`src/rtl/mbec_pkg.sv`:
```
// ----------------------------------------------------------------------------
// mbec_pkg - shared types and constants for the Mandelbrot escape block
// Fixed-point formats, result codes, register indexes, sequencer states
// and the 40-bit saturation helper.
// ----------------------------------------------------------------------------
package mbec_pkg;

	// Q11.28 internal format, Q3.28 input format
	localparam int unsigned QFRAC = 28;
	localparam int unsigned ZW    = 40;
	localparam int unsigned CW    = 32;

	// escape bound 4.0 in Q.28, widened for the sum of two squares
	localparam logic signed [40:0] ESCAPE_LIMIT = 41'sd1073741824;

	// saturation bounds of the 40-bit internal format
	localparam logic signed [41:0] SAT_HI = 42'sd549755813887;
	localparam logic signed [41:0] SAT_LO = -42'sd549755813888;

	// configuration register indexes
	localparam logic [1:0] CFG_MAX_ITERATIONS  = 2'd0;
	localparam logic [1:0] CFG_CYCLE_THRESHOLD = 2'd1;
	localparam logic [1:0] CFG_SHADOW_PERIOD   = 2'd2;

	// register reset values
	localparam logic [15:0] MAX_ITERATIONS_RST  = 16'd1000;
	localparam logic [30:0] CYCLE_THRESHOLD_RST = 31'd26843546;
	localparam logic [7:0]  SHADOW_PERIOD_RST   = 8'd16;

	typedef enum logic [1:0] {
		OUTCOME_ESCAPED = 2'd0,
		OUTCOME_LIMIT   = 2'd1,
		OUTCOME_CYCLE   = 2'd2
	} outcome_t;

	typedef struct packed {
		logic [15:0] max_iterations;
		logic [30:0] cycle_threshold;
		logic [7:0]  shadow_period;
	} cfg_t;

	// status from the sequencer to the port logic
	typedef struct packed {
		logic     idle;
		logic     res_valid;
		outcome_t outcome;
	} core_stat_t;

	typedef enum logic [2:0] {
		QM_IDLE,
		QM_MUL,
		QM_DRAIN,
		QM_FIN,
		QM_DONE
	} qm_state_t;

	typedef enum logic [3:0] {
		C_IDLE,
		C_STEP,
		C_SH_RR,
		C_SH_II,
		C_SH_RI,
		C_SH_UPD,
		C_OR_RR,
		C_OR_II,
		C_OR_RI,
		C_OR_UPD,
		C_DIFF,
		C_ABS,
		C_DECIDE,
		C_DONE
	} core_state_t;

	// clamp a 42-bit signed value into the 40-bit internal range
	function automatic logic signed [39:0] sat40(input logic signed [41:0] v);
		logic signed [39:0] r;
		if (v > SAT_HI) begin
			r = SAT_HI[39:0];
		end else if (v < SAT_LO) begin
			r = SAT_LO[39:0];
		end else begin
			r = v[39:0];
		end
		return r;
	endfunction

endpackage

```
`src/rtl/mbec_if.sv`:
```
// ----------------------------------------------------------------------------
// mbec_if - valid/ready channels of the Mandelbrot escape block
// Point channel (c_real, c_imag) and verdict channel (outcome).
// ----------------------------------------------------------------------------
interface mbec_point_if;
	logic               valid;
	logic               ready;
	logic signed [31:0] c_real;
	logic signed [31:0] c_imag;

	modport source (output valid, output c_real, output c_imag, input ready);
	modport sink   (input valid, input c_real, input c_imag, output ready);
endinterface

interface mbec_verdict_if;
	logic       valid;
	logic       ready;
	logic [1:0] outcome;

	modport source (output valid, output outcome, input ready);
	modport sink   (input valid, input outcome, output ready);
endinterface

```
`src/rtl/mbec_qmul.sv`:
```
// ----------------------------------------------------------------------------
// mbec_qmul - shared Q11.28 multiplier
// Forms |a|*|b| from four 20x20 partial products on one multiplier, keeps
// the top partial apart, truncates toward zero, applies the sign and
// saturates to 40 bits. Done is raised in DONE, after the MUL, DRAIN and FIN states.
// ----------------------------------------------------------------------------
module mbec_qmul (
	input  logic               clk,
	input  logic               arst_n,
	input  logic               start,
	input  logic signed [39:0] a,
	input  logic signed [39:0] b,
	output logic               done,
	output logic signed [39:0] res
);

	mbec_pkg::qm_state_t state_q, state_d;

	logic        mul_en;
	logic        fin_en;
	logic [39:0] ua_q, ub_q;
	logic        neg_q;
	logic [1:0]  cnt_q;
	logic [19:0] mx, my;
	logic [39:0] prod;
	logic [39:0] p_s1;
	logic [1:0]  kind_s1;
	logic        pv_s1;
	logic [39:0] hi_q;
	logic [60:0] acc_q;
	logic [40:0] mag;
	logic [40:0] mag_c;
	logic signed [39:0] fin_val;
	logic signed [39:0] res_q;

	// next state
	always_comb begin
		state_d = state_q;
		unique case (state_q)
			mbec_pkg::QM_IDLE:  if (start) state_d = mbec_pkg::QM_MUL;
			mbec_pkg::QM_MUL:   if (cnt_q == 2'd3) state_d = mbec_pkg::QM_DRAIN;
			mbec_pkg::QM_DRAIN: state_d = mbec_pkg::QM_FIN;
			mbec_pkg::QM_FIN:   state_d = mbec_pkg::QM_DONE;
			mbec_pkg::QM_DONE:  state_d = mbec_pkg::QM_IDLE;
			default:            state_d = mbec_pkg::QM_IDLE;
		endcase
	end

	// state outputs
	always_comb begin
		mul_en = 1'b0;
		fin_en = 1'b0;
		done   = 1'b0;
		unique case (state_q)
			mbec_pkg::QM_MUL:  mul_en = 1'b1;
			mbec_pkg::QM_FIN:  fin_en = 1'b1;
			mbec_pkg::QM_DONE: done   = 1'b1;
			default: begin
			end
		endcase
	end

	always_ff @(posedge clk or negedge arst_n) begin
		if (!arst_n) begin
			state_q <= mbec_pkg::QM_IDLE;
			pv_s1   <= 1'b0;
		end else begin
			state_q <= state_d;
			pv_s1   <= mul_en;
		end
	end

	// pick the partial: high*high, high*low, low*high, low*low
	assign mx   = cnt_q[1] ? ua_q[19:0] : ua_q[39:20];
	assign my   = cnt_q[0] ? ub_q[19:0] : ub_q[39:20];
	assign prod = mx * my;

	// latch magnitudes, run the multiplier, accumulate each product in the cycle after it is formed
	always_ff @(posedge clk) begin
		if (start && (state_q == mbec_pkg::QM_IDLE)) begin
			ua_q  <= a[39] ? 40'(-a) : 40'(a);
			ub_q  <= b[39] ? 40'(-b) : 40'(b);
			neg_q <= a[39] ^ b[39];
			cnt_q <= 2'd0;
			hi_q  <= '0;
			acc_q <= '0;
		end else begin
			if (mul_en) begin
				p_s1    <= prod;
				kind_s1 <= cnt_q;
				cnt_q   <= cnt_q + 2'd1;
			end
			if (pv_s1) begin
				priority if (kind_s1 == 2'd0) begin
					hi_q <= p_s1;
				end else if (kind_s1 == 2'd3) begin
					acc_q <= acc_q + 61'(p_s1);
				end else begin
					acc_q <= acc_q + {1'b0, p_s1, 20'd0};
				end
			end
		end
		if (fin_en) begin
			res_q <= fin_val;
		end
	end

	// truncate toward zero, saturate the magnitude, then apply the sign
	assign mag = {2'b00, hi_q[26:0], 12'd0} + 41'(acc_q[60:28]);
	always_comb begin
		mag_c = (|hi_q[39:27]) ? 41'h080_0000_0000 : mag;
		if (neg_q) begin
			if (mag_c > 41'h080_0000_0000) begin
				fin_val = 40'h80_0000_0000;
			end else begin
				fin_val = 40'(-mag_c);
			end
		end else if (mag_c > 41'h07F_FFFF_FFFF) begin
			fin_val = 40'h7F_FFFF_FFFF;
		end else begin
			fin_val = mag_c[39:0];
		end
	end

	assign res = res_q;

endmodule

```
`src/rtl/mbec_core.sv`:
```
// ----------------------------------------------------------------------------
// mbec_core - step sequencer of the escape test
// Walks one point through shadow advance, orbit squaring, update and the
// distance, limit and escape checks, issuing every product to the shared
// multiplier and holding the verdict until the port logic takes it.
// ----------------------------------------------------------------------------
module mbec_core (
	input  logic                 clk,
	input  logic                 arst_n,
	input  logic                 start,
	input  logic signed [31:0]   c_real,
	input  logic signed [31:0]   c_imag,
	input  mbec_pkg::cfg_t       cfg,
	input  logic                 res_ready,
	output mbec_pkg::core_stat_t stat
);

	mbec_pkg::core_state_t state_q, state_d;

	logic signed [31:0] cr_q, ci_q;
	logic signed [39:0] zr_q, zi_q, sr_q, si_q;
	logic signed [39:0] rr_q, ii_q, ri_q;
	logic [15:0]        step_q;
	logic [7:0]         per_q;
	logic               esc_q;
	logic signed [40:0] dr_q, di_q;
	logic [40:0]        mr_q, mi_q;
	mbec_pkg::outcome_t outcome_q;

	logic               is_mul;
	logic               pend_q;
	logic               qm_start;
	logic               qm_done;
	logic signed [39:0] qm_a, qm_b, qm_res;

	logic signed [39:0] twice_ri;
	logic signed [39:0] new_im, new_re;
	logic [41:0]        l1_dist;
	logic               hit_cycle, hit_limit, finish;

	mbec_qmul u_qmul (
		.clk    (clk),
		.arst_n (arst_n),
		.start  (qm_start),
		.a      (qm_a),
		.b      (qm_b),
		.done   (qm_done),
		.res    (qm_res)
	);

	// verdict of the step just finished
	assign l1_dist   = 42'(mr_q) + 42'(mi_q);
	assign hit_cycle = l1_dist < {11'd0, cfg.cycle_threshold};
	assign hit_limit = step_q == cfg.max_iterations;
	assign finish    = hit_cycle || hit_limit || esc_q;

	// next state
	always_comb begin
		state_d = state_q;
		unique case (state_q)
			mbec_pkg::C_IDLE:   if (start) state_d = mbec_pkg::C_STEP;
			mbec_pkg::C_STEP: begin
				if (per_q == cfg.shadow_period) begin
					state_d = mbec_pkg::C_SH_RR;
				end else begin
					state_d = mbec_pkg::C_OR_RR;
				end
			end
			mbec_pkg::C_SH_RR:  if (qm_done) state_d = mbec_pkg::C_SH_II;
			mbec_pkg::C_SH_II:  if (qm_done) state_d = mbec_pkg::C_SH_RI;
			mbec_pkg::C_SH_RI:  if (qm_done) state_d = mbec_pkg::C_SH_UPD;
			mbec_pkg::C_SH_UPD: state_d = mbec_pkg::C_OR_RR;
			mbec_pkg::C_OR_RR:  if (qm_done) state_d = mbec_pkg::C_OR_II;
			mbec_pkg::C_OR_II:  if (qm_done) state_d = mbec_pkg::C_OR_RI;
			mbec_pkg::C_OR_RI:  if (qm_done) state_d = mbec_pkg::C_OR_UPD;
			mbec_pkg::C_OR_UPD: state_d = mbec_pkg::C_DIFF;
			mbec_pkg::C_DIFF:   state_d = mbec_pkg::C_ABS;
			mbec_pkg::C_ABS:    state_d = mbec_pkg::C_DECIDE;
			mbec_pkg::C_DECIDE: state_d = finish ? mbec_pkg::C_DONE : mbec_pkg::C_STEP;
			mbec_pkg::C_DONE:   if (res_ready) state_d = mbec_pkg::C_IDLE;
			default:            state_d = mbec_pkg::C_IDLE;
		endcase
	end

	// operand select for the shared multiplier and status outputs
	always_comb begin
		is_mul = 1'b1;
		qm_a   = '0;
		qm_b   = '0;
		unique case (state_q)
			mbec_pkg::C_SH_RR: begin
				qm_a = sr_q;
				qm_b = sr_q;
			end
			mbec_pkg::C_SH_II: begin
				qm_a = si_q;
				qm_b = si_q;
			end
			mbec_pkg::C_SH_RI: begin
				qm_a = sr_q;
				qm_b = si_q;
			end
			mbec_pkg::C_OR_RR: begin
				qm_a = zr_q;
				qm_b = zr_q;
			end
			mbec_pkg::C_OR_II: begin
				qm_a = zi_q;
				qm_b = zi_q;
			end
			mbec_pkg::C_OR_RI: begin
				qm_a = zr_q;
				qm_b = zi_q;
			end
			default: is_mul = 1'b0;
		endcase
		qm_start       = is_mul && !pend_q;
		stat.idle      = state_q == mbec_pkg::C_IDLE;
		stat.res_valid = state_q == mbec_pkg::C_DONE;
		stat.outcome   = outcome_q;
	end

	always_ff @(posedge clk or negedge arst_n) begin
		if (!arst_n) begin
			state_q <= mbec_pkg::C_IDLE;
			pend_q  <= 1'b0;
		end else begin
			state_q <= state_d;
			if (qm_done) begin
				pend_q <= 1'b0;
			end else if (qm_start) begin
				pend_q <= 1'b1;
			end
		end
	end

	// z*z + c from the three products, shared by orbit and shadow
	assign twice_ri = mbec_pkg::sat40({ri_q[39], ri_q, 1'b0});
	assign new_im   = mbec_pkg::sat40(42'({{2{twice_ri[39]}}, twice_ri})
		+ 42'({{10{ci_q[31]}}, ci_q}));
	assign new_re   = mbec_pkg::sat40(42'({{2{rr_q[39]}}, rr_q})
		- 42'({{2{ii_q[39]}}, ii_q}) + 42'({{10{cr_q[31]}}, cr_q}));

	// datapath
	always_ff @(posedge clk) begin
		unique case (state_q)
			mbec_pkg::C_IDLE: begin
				if (start) begin
					cr_q   <= c_real;
					ci_q   <= c_imag;
					zr_q   <= '0;
					zi_q   <= '0;
					sr_q   <= '0;
					si_q   <= '0;
					step_q <= '0;
					per_q  <= '0;
				end
			end
			mbec_pkg::C_SH_RR, mbec_pkg::C_OR_RR: if (qm_done) rr_q <= qm_res;
			mbec_pkg::C_SH_II, mbec_pkg::C_OR_II: if (qm_done) ii_q <= qm_res;
			mbec_pkg::C_SH_RI, mbec_pkg::C_OR_RI: if (qm_done) ri_q <= qm_res;
			mbec_pkg::C_SH_UPD: begin
				sr_q  <= new_re;
				si_q  <= new_im;
				per_q <= '0;
			end
			mbec_pkg::C_OR_UPD: begin
				zr_q   <= new_re;
				zi_q   <= new_im;
				step_q <= step_q + 16'd1;
				per_q  <= per_q + 8'd1;
				// escape uses the squares taken before this update
				esc_q  <= (41'({rr_q[39], rr_q}) + 41'({ii_q[39], ii_q}))
					>= mbec_pkg::ESCAPE_LIMIT;
			end
			mbec_pkg::C_DIFF: begin
				dr_q <= 41'({zr_q[39], zr_q}) - 41'({sr_q[39], sr_q});
				di_q <= 41'({zi_q[39], zi_q}) - 41'({si_q[39], si_q});
			end
			mbec_pkg::C_ABS: begin
				mr_q <= dr_q[40] ? 41'(-dr_q) : 41'(dr_q);
				mi_q <= di_q[40] ? 41'(-di_q) : 41'(di_q);
			end
			mbec_pkg::C_DECIDE: begin
				// cycle beats limit, limit beats escape
				priority if (hit_cycle) begin
					outcome_q <= mbec_pkg::OUTCOME_CYCLE;
				end else if (hit_limit) begin
					outcome_q <= mbec_pkg::OUTCOME_LIMIT;
				end else begin
					outcome_q <= mbec_pkg::OUTCOME_ESCAPED;
				end
			end
			default: begin
			end
		endcase
	end

endmodule

```
`src/rtl/mandelbrot_escape_with_cycle_check.sv`:
```
// ----------------------------------------------------------------------------
// mandelbrot_escape_with_cycle_check - Mandelbrot escape test, top level
// Steps: each iteration runs STEP, OR_RR, OR_II, OR_RI, OR_UPD, DIFF, ABS,
//   DECIDE, with SH_RR, SH_II, SH_RI, SH_UPD before OR_RR on a shadow step.
// Throughput: one point at a time, the next point taken once the sequencer
//   is idle again; each product holds the shared 20x20 multiplier.
// Reset: registers return to 1000 / 0.1 / 16, the block is idle and empty.
// ----------------------------------------------------------------------------
module mandelbrot_escape_with_cycle_check (
	input  logic        clk,
	input  logic        arst_n,
	input  logic        cfg_wr_en,
	input  logic [1:0]  cfg_index,
	input  logic [30:0] cfg_data,
	mbec_point_if.sink      point,
	mbec_verdict_if.source  verdict
);

	mbec_pkg::cfg_t       cfg_q;
	mbec_pkg::core_stat_t stat;
	mbec_pkg::outcome_t   out_q;
	logic                 out_valid_q;
	logic                 res_ready;
	logic                 take;

	// configuration registers
	always_ff @(posedge clk or negedge arst_n) begin
		if (!arst_n) begin
			cfg_q.max_iterations  <= mbec_pkg::MAX_ITERATIONS_RST;
			cfg_q.cycle_threshold <= mbec_pkg::CYCLE_THRESHOLD_RST;
			cfg_q.shadow_period   <= mbec_pkg::SHADOW_PERIOD_RST;
		end else if (cfg_wr_en) begin
			unique case (cfg_index)
				mbec_pkg::CFG_MAX_ITERATIONS:  cfg_q.max_iterations  <= cfg_data[15:0];
				mbec_pkg::CFG_CYCLE_THRESHOLD: cfg_q.cycle_threshold <= cfg_data;
				mbec_pkg::CFG_SHADOW_PERIOD:   cfg_q.shadow_period   <= cfg_data[7:0];
				default: begin
				end
			endcase
		end
	end

	// accept a point whenever the sequencer is free
	assign point.ready = stat.idle;
	assign take        = point.valid && stat.idle;

	mbec_core u_core (
		.clk       (clk),
		.arst_n    (arst_n),
		.start     (take),
		.c_real    (point.c_real),
		.c_imag    (point.c_imag),
		.cfg       (cfg_q),
		.res_ready (res_ready),
		.stat      (stat)
	);

	// output word register: hold until the sink takes it
	assign res_ready = !out_valid_q || verdict.ready;

	always_ff @(posedge clk or negedge arst_n) begin
		if (!arst_n) begin
			out_valid_q <= 1'b0;
		end else if (res_ready) begin
			out_valid_q <= stat.res_valid;
		end
	end

	always_ff @(posedge clk) begin
		if (res_ready && stat.res_valid) begin
			out_q <= stat.outcome;
		end
	end

	assign verdict.valid   = out_valid_q;
	assign verdict.outcome = out_q;

endmodule
```
`src/flat_wrapper.sv`:
```
// flat-port wrapper written by rule: the top's interface ports become plain ports
module mandelbrot_escape_with_cycle_check_flat 
  (clk, arst_n, cfg_wr_en, cfg_index, cfg_data, point_valid, point_c_real, point_c_imag, point_ready, verdict_valid, verdict_outcome, verdict_ready);
  mbec_point_if point_i ();
  mbec_verdict_if verdict_i ();
  input  logic clk;
  input  logic arst_n;
  input  logic cfg_wr_en;
  input  logic [1:0] cfg_index;
  input  logic [30:0] cfg_data;
  input wire logic [$bits(point_i.valid)-1:0] point_valid;
  input wire logic [$bits(point_i.c_real)-1:0] point_c_real;
  input wire logic [$bits(point_i.c_imag)-1:0] point_c_imag;
  output wire logic [$bits(point_i.ready)-1:0] point_ready;
  output wire logic [$bits(verdict_i.valid)-1:0] verdict_valid;
  output wire logic [$bits(verdict_i.outcome)-1:0] verdict_outcome;
  input wire logic [$bits(verdict_i.ready)-1:0] verdict_ready;
  assign point_i.valid = point_valid;
  assign point_i.c_real = point_c_real;
  assign point_i.c_imag = point_c_imag;
  assign point_ready = point_i.ready;
  assign verdict_valid = verdict_i.valid;
  assign verdict_outcome = verdict_i.outcome;
  assign verdict_i.ready = verdict_ready;
  mandelbrot_escape_with_cycle_check u_core (.clk(clk), .arst_n(arst_n), .cfg_wr_en(cfg_wr_en), .cfg_index(cfg_index), .cfg_data(cfg_data), .point(point_i), .verdict(verdict_i));
endmodule
```
`config.mk`:
```
export PLATFORM = sky130hd
export DESIGN_NAME = mandelbrot_escape_with_cycle_check_flat
export DESIGN_NICKNAME = d
export VERILOG_FILES = /design/src/rtl/mbec_pkg.sv /design/src/rtl/mbec_if.sv /design/src/rtl/mbec_qmul.sv /design/src/rtl/mbec_core.sv /design/src/rtl/mandelbrot_escape_with_cycle_check.sv /design/src/flat_wrapper.sv
export SDC_FILE = /design/constraint.sdc
export NUM_CORES = 2
export LEC_CHECK = 0
export ABC_CLOCK_PERIOD_IN_PS = 7800
export BUFFER_PORTS_ARGS = -buffer_cell sky130_fd_sc_hd__buf_4
export CORE_MARGIN = 2
export CORE_UTILIZATION = 45
export DETAILED_ROUTE_END_ITERATION = 16
export PLACE_DENSITY = 0.67
export REMOVE_ABC_BUFFERS = 1
export SLEW_MARGIN = 15
export SYNTH_ARGS = -nofsm -noshare
export SYNTH_HDL_FRONTEND = slang
export SYNTH_SLANG_ARGS = --single-unit
```
`constraint.sdc`:
```
create_clock -name clk -period 7.8 [get_ports clk]
set_clock_uncertainty 0.15 [all_clocks]
set_input_delay 0.39 -clock clk [delete_from_list [all_inputs] [get_ports clk]]
set_output_delay 0.39 -clock clk [all_outputs]
set_load 0.02 [all_outputs]
```
* Yosys cells after proc, flatten, opt, wreduce, memory -nomap -nowiden
Cells that the tools add are included.
Storage, ports and cells: register bits 868, output and inout bits 4
Cells by class: $add $sub $neg 18, $mul 1, magnitude comparators 10, equality and inequality tests 33, multiplexer cells 49, bitwise operators 3, reductions and logical operators 41
Operator list (number):
- $mux 40 | 13
- $pmux 40 s2 | 4
- $pmux 40 s4 | 2
- $gt 41x40->1 const B | 3
- $sub 40x40->41 | 3
- $neg 40->40 | 3
- $lt 41x40->1 const B | 2
- $neg 41->41 | 2
- $mux 39 | 2
- $add 61x40->61 | 1
- $add 61x60->61 | 1
- $mux 61 | 1
- $pmux 4 s14 | 1
- $add 41x32->42 | 1
- $add 41x41->42 | 1
- $gt 42x40->1 const B | 1
- $lt 42x31->1 | 1
- $lt 42x40->1 const B | 1
- $add 40x32->41 | 1
- $add 40x40->41 | 1
- $ge 41x31->1 const B | 1
- $gt 41x39->1 const B | 1
- $add 39x33->40 | 1
- $mul 20x20->40 | 1
- 40 further kinds | 106

* Logic depth before layout (Yosys ltp)
word-level depth 8, depth in mapped cells 30, gate-level depth less buffers 27

* By module
Synthesis repeated with hierarchy kept, for this count alone.
Unflattened totals: cell total of the unflattened synthesis 7375, area, all modules 70068.5 um^2
Modules (own cells, without submodules):
- mbec_core | instances 1, cells an instance 3687, area an instance 36473.7 um^2, sequential area each 16190.5 um^2
- mbec_qmul | instances 1, cells an instance 3564, area an instance 31396.4 um^2, sequential area each 7056.8 um^2
- mandelbrot_escape_with_cycle_check | instances 1, cells an instance 124, area an instance 2198.4 um^2, sequential area each 1486.4 um^2

* Least setup slack after synthesis
Ideal clock, no wire load.
path kind register to register, start point reg u_core.u_core.u_qmul.cnt_q[0], end point reg u_core.u_core.u_qmul.p_s1[33], data pin, setup time 0.266 ns, arrival time 7.591 ns, setup slack -0.207 ns, cell stages (with the launch flop) 28, period minus slack after synthesis 8.007 ns, cells stage by stage dfxtp_1 clkbuf_1 clkbuf_1 mux2i_1 clkbuf_1 nor2_1 fa_1 fa_1 inv_1 fa_1 inv_1 fa_1 fa_1 fa_1 inv_1 fa_1 inv_1 ha_1 a21o_1 a2111oi_0 o211ai_1 o21ai_0 or3_1 o211ai_1 a311oi_1 nor2b_1 o41ai_1 xnor2_1
Between the ends: longest elaborated chain between the ends 2
RTL lines:
- from (decl) | RTL line mbec_qmul.sv:23 | logic [1:0] cnt_q;
- from (signal assigned) | RTL line mbec_qmul.sv:91 | cnt_q <= cnt_q + 2'd1;
- $mux 20 | RTL line mbec_qmul.sv:75 | assign my = cnt_q[0] ? ub_q[19:0] : ub_q[39:20];
- $mul 20x20->40 | RTL line mbec_qmul.sv:76 | assign prod = mx * my;
- named net u_core.u_core.u_qmul.prod[33] | RTL line mbec_qmul.sv:25 | logic [39:0] prod;
- to (signal assigned) | RTL line mbec_qmul.sv:89 | p_s1 <= prod;
- to (decl) | RTL line mbec_qmul.sv:26 | logic [39:0] p_s1;
The timed path passes the listed nets, and every way through them passes these cells. A chain may end at the register's enable or synchronous reset.

* Worst setup path in the final report
start point reg u_core.u_core.u_qmul.cnt_q[0], end point reg u_core.u_core.u_qmul.p_s1[32], data pin
Same word-level chain as after synthesis.

==> tab_implementation.tex <==
\begin{tabular}{lr}
\hline
Metric & Value \\
\hline
\multicolumn{2}{l}{\textbf{STA}} \\
Total count of max-transition violations in the final report & 0 \\
Total setup violations reported at the end of the flow & 0 \\
Transition at the pin with the smallest max-transition slack & 1.269 ns \\
Achievable frequency & 0.1322 GHz \\
Final hold viol count & 0 \\
Hold WS & 0.1085 ns \\
Final Critical Period & 7.566 ns \\
Total negative setup slack & 0 ns \\
Relative max-transition margin & 0.1509 \\
Final Cycle Share & 0.9699 \\
\multicolumn{2}{l}{\textbf{Cells and area}} \\
Post-Route Utilization & 0.5120 \\
Filler-free cell count of the finished design & 9982 \\
Nets & 8824 \\
Most frequent standard cell in the layout excluding fill and tap cells & sky130\_fd\_sc\_hd\_\_inv\_1 \\
Area growth from synthesis to layout & 13.35\% \\
Commonest non-fill, non-tap cells in the layout & sky130\_fd\_sc\_hd\_\_inv\_1 (749), sky130\_fd\_sc\_hd\_\_edfxtp\_1 (700), sky130\_fd\_sc\_hd\_\_nor2\_1 (694) \\
Filler Cell Count & 14360 \\
Share of final-layout standard cells stronger than drive strength 1 & 0.1067 \\
\multicolumn{2}{l}{\textbf{Worst setup path}} \\
Buf/Inv on CP & 9 \\
Family with the most delay on the worst path & adder cells \\
Type of element capturing the critical path & flop \\
Library cell contributing the largest single delay on the critical path & sky130\_fd\_sc\_hd\_\_fa\_1 \\
Most frequent cell on the critical path & sky130\_fd\_sc\_hd\_\_fa\_1 \\
Largest stage delay, worst path & 0.56 ns \\
Startpoint type of the worst setup path & flop \\
Worst Path Max Fanout & 7 \\
Required arrival time at the worst endpoint & 8.27 ns \\
Critical path class & flop to flop \\
Worst Path Arrival & 8.04 ns \\
\multicolumn{2}{l}{\textbf{Global routing}} \\
First-pass GRT wire length & 382.8 mm \\
Global route overflow & 0 \\
Total global-route track usage & 0.3175 \\
Antenna violations before repair & 13 \\
Vias in the first global route & 58850 \\
Maximum number of pins on one net before global-route repair & 97 \\
\multicolumn{2}{l}{\textbf{Die}} \\
Starting Density & 0.4517 \\
Total I/O pin count & 106 \\
Total core area & 158000 sq um \\
Row Count & 146 \\
Full die area & 161800 sq um \\
Height of the die & 402.3 microns \\
Die width & 402.3 microns \\
\multicolumn{2}{l}{\textbf{Placed design}} \\
\# placed instances & 9676 \\
DP HPWL & 207.4 mm \\
Buffers on Ports & 105 \\
RePlAce Congestion & 1.019 \\
\multicolumn{2}{l}{\textbf{Clock tree}} \\
Clk Tree Root Cell & sky130\_fd\_sc\_hd\_\_clkbuf\_16 \\
Total number of H-tree levels & 3 \\
Inserted Clock Buffers & 98 \\
Clock transition at the registers of the reported paths & 0.07 ns \\
Number of buffers between clock root and the deepest sink & 3 \\
Clock insertion delay at the later pin of the skew report & 0.77 ns \\
CTS tree & built \\
Clk sinks & 868 \\
\multicolumn{2}{l}{\textbf{Synth}} \\
Synth unique cells & 94 \\
Post-Synthesis Cells & 7512 \\
Prevailing post-synth register cell & sky130\_fd\_sc\_hd\_\_edfxtp\_1 \\
Yosys warning total & 0 \\
Flip-flop and latch count after synthesis & 868 \\
Synthesized area & 71370 sq um \\
Avg Cell Area, Syn & 9.501 sq um \\
Post-synth EDFFs & 700 \\
Asr flop ratio synth & 0.07488 \\
Sequential cell area fraction in the yosys report & 0.3465 \\
\multicolumn{2}{l}{\textbf{Detailed routing}} \\
Detailed-route wire length per cell & 26.16 microns \\
Iteration-0 DRC Markers & 6475 \\
Drt first pass iters & 10 \\
Total detailed-routing wirelength & 261.1 mm \\
Remaining antenna violation count & 0 \\
DRC Markers & 0 \\
Routed vias & 60470 \\
Vias/cell & 6.058 \\
\multicolumn{2}{l}{\textbf{Hold path}} \\
Min-delay worst type & input port to flop \\
\multicolumn{2}{l}{\textbf{Run}} \\
Max-cap violation count & 0 \\
\multicolumn{2}{l}{\textbf{Status}} \\
Result of the run & complete, no violations \\
\hline
\end{tabular}
worst min-delay path: cells and delay by family:
family        cells  cell delay (ns)
simple gates      1             0.04
mux               1             0.24
buf+inv           2             0.28
sequential cells by signal (all words and copies together) (netlist names), 41 cells and up:
| register | flops |
|---|---|
| u_core.u_core.u_qmul.acc_q | 61 |
| u_core.cfg_q | 55 |
| u_core.u_core.di_q | 41 |
| u_core.u_core.dr_q | 41 |
| u_core.u_core.mi_q | 41 |
| u_core.u_core.mr_q | 41 |
synth_stat cells, types with 19 or more instances:
cell type,count,area [sq um]
sky130_fd_sc_hd__a2111oi_0,22,192.7
sky130_fd_sc_hd__a211oi_1,88,660.6
sky130_fd_sc_hd__a21boi_0,20,150.1
sky130_fd_sc_hd__a21o_1,200,1501
sky130_fd_sc_hd__a21oi_1,499,2497
sky130_fd_sc_hd__a221o_1,37,370.4
sky130_fd_sc_hd__a221oi_1,22,192.7
sky130_fd_sc_hd__a222oi_1,39,390.4
sky130_fd_sc_hd__a22o_1,20,175.2
sky130_fd_sc_hd__a31oi_1,73,456.7
sky130_fd_sc_hd__and2_1,47,294.0
sky130_fd_sc_hd__and3_1,67,419.2
sky130_fd_sc_hd__buf_1,27,101.4
sky130_fd_sc_hd__clkbuf_1,254,953.4
sky130_fd_sc_hd__dfrtp_1,45,1126
sky130_fd_sc_hd__dfstp_2,20,525.5
sky130_fd_sc_hd__dfxtp_1,103,2062
sky130_fd_sc_hd__edfxtp_1,700,21020
sky130_fd_sc_hd__fa_1,368,7367
sky130_fd_sc_hd__ha_1,533,6669
sky130_fd_sc_hd__inv_1,753,2826
sky130_fd_sc_hd__maj3_1,38,380.4
sky130_fd_sc_hd__mux2_2,94,1059
sky130_fd_sc_hd__mux2i_1,89,890.9
sky130_fd_sc_hd__nand2_1,666,2500
sky130_fd_sc_hd__nand2b_1,51,319.1
sky130_fd_sc_hd__nand3_1,111,555.5
sky130_fd_sc_hd__nand4_1,83,519.3
sky130_fd_sc_hd__nor2_1,705,2646
sky130_fd_sc_hd__nor2b_1,63,394.1
sky130_fd_sc_hd__nor3_1,127,635.6
sky130_fd_sc_hd__nor3b_1,19,142.6
sky130_fd_sc_hd__nor4_1,50,312.8
sky130_fd_sc_hd__o211ai_1,46,345.3
sky130_fd_sc_hd__o21a_1,71,533.0
sky130_fd_sc_hd__o21ai_0,371,1857
sky130_fd_sc_hd__o21bai_1,59,442.9
sky130_fd_sc_hd__o31ai_1,52,390.4
sky130_fd_sc_hd__o41ai_1,28,245.2
sky130_fd_sc_hd__or2_2,37,231.5
sky130_fd_sc_hd__or3_1,32,200.2
sky130_fd_sc_hd__or4_1,36,270.3
sky130_fd_sc_hd__xnor2_1,301,2636
sky130_fd_sc_hd__xor2_1,175,1533
cells by family after synthesis:
kind of cell,synth area share
simple gates,0.1404
compound gates,0.1699
xor+xnor,0.05841
flops,0.3465
buf+inv,0.05536
fa+ha+maj,0.2020
mux,0.02731
per-layer routing:
metal,part of all wire,wire (microns),global-route usage,vias up
met1,0.39,101500,0.3934,29730
li1,-,-,-,27400
met5,0.00024,63,0,-
met2,0.46,121000,0.5206,2681
met4,0.061,15980,0.1626,8
met3,0.086,22550,0.06955,644
path summary, 6_finish.rpt:
path | slack [ns] | cells after the start | endpoint | start
max | 0.23 | 29 | u_core.u_core.u_qmul.p_s1[32] | u_core.u_core.u_qmul.cnt_q[0]
min | 0.11 | 4 | u_core.cfg_q[42] | cfg_index[0]
max reg2reg | 0.23 | 29 | u_core.u_core.u_qmul.p_s1[32] | u_core.u_core.u_qmul.cnt_q[0]
min reg2reg | 0.27 | 0 | u_core.verdict.outcome[0] | u_core.u_core.outcome_q[0]
max in group asynchronous | 6.65 | 2 | u_core.u_core.state_q[2] | arst_n
min in group asynchronous | 0.18 | 2 | u_core.cfg_q[50] | arst_n
final cells by class:
class                   instances  area [sq um]  share of cell area
clock inverters                69         795.8            0.009837
well taps                    2072          2592             0.03205
flip-flops and latches        868         24740              0.3058
multi-input cells            5596         43180              0.5338
repair buffers                500          4183             0.05170
clock buffers                 112          2535             0.03133
inverters                     757          2846             0.03519
diodes                          8         20.02           0.0002475
through the flow:
step,worst slack [ns],instance area [sq um]
2_1_floorplan,-0.9135,70260
3_3_place_gp,-0.2820,76000
3_5_place_dp,-0.2816,76000
4_1_cts,0.01359,80360
5_1_grt,-0.01431,80890
6_report,0.2344,80900
what timing repair did:
item | 4_1_cts | 5_1_grt
hold buffers | 97 | 0
setup buffers | 0 | 19
gates cloned | 0 | 1
resized for setup | 14 | 69
hold endpoints to repair | 165 | 0
endpoints found under the setup margin | 12 | 20
pin swaps | 0 | 48
Power is not shown: default switching activity piles up to over one toggle a cycle in this logic, so the estimate is an artifact.
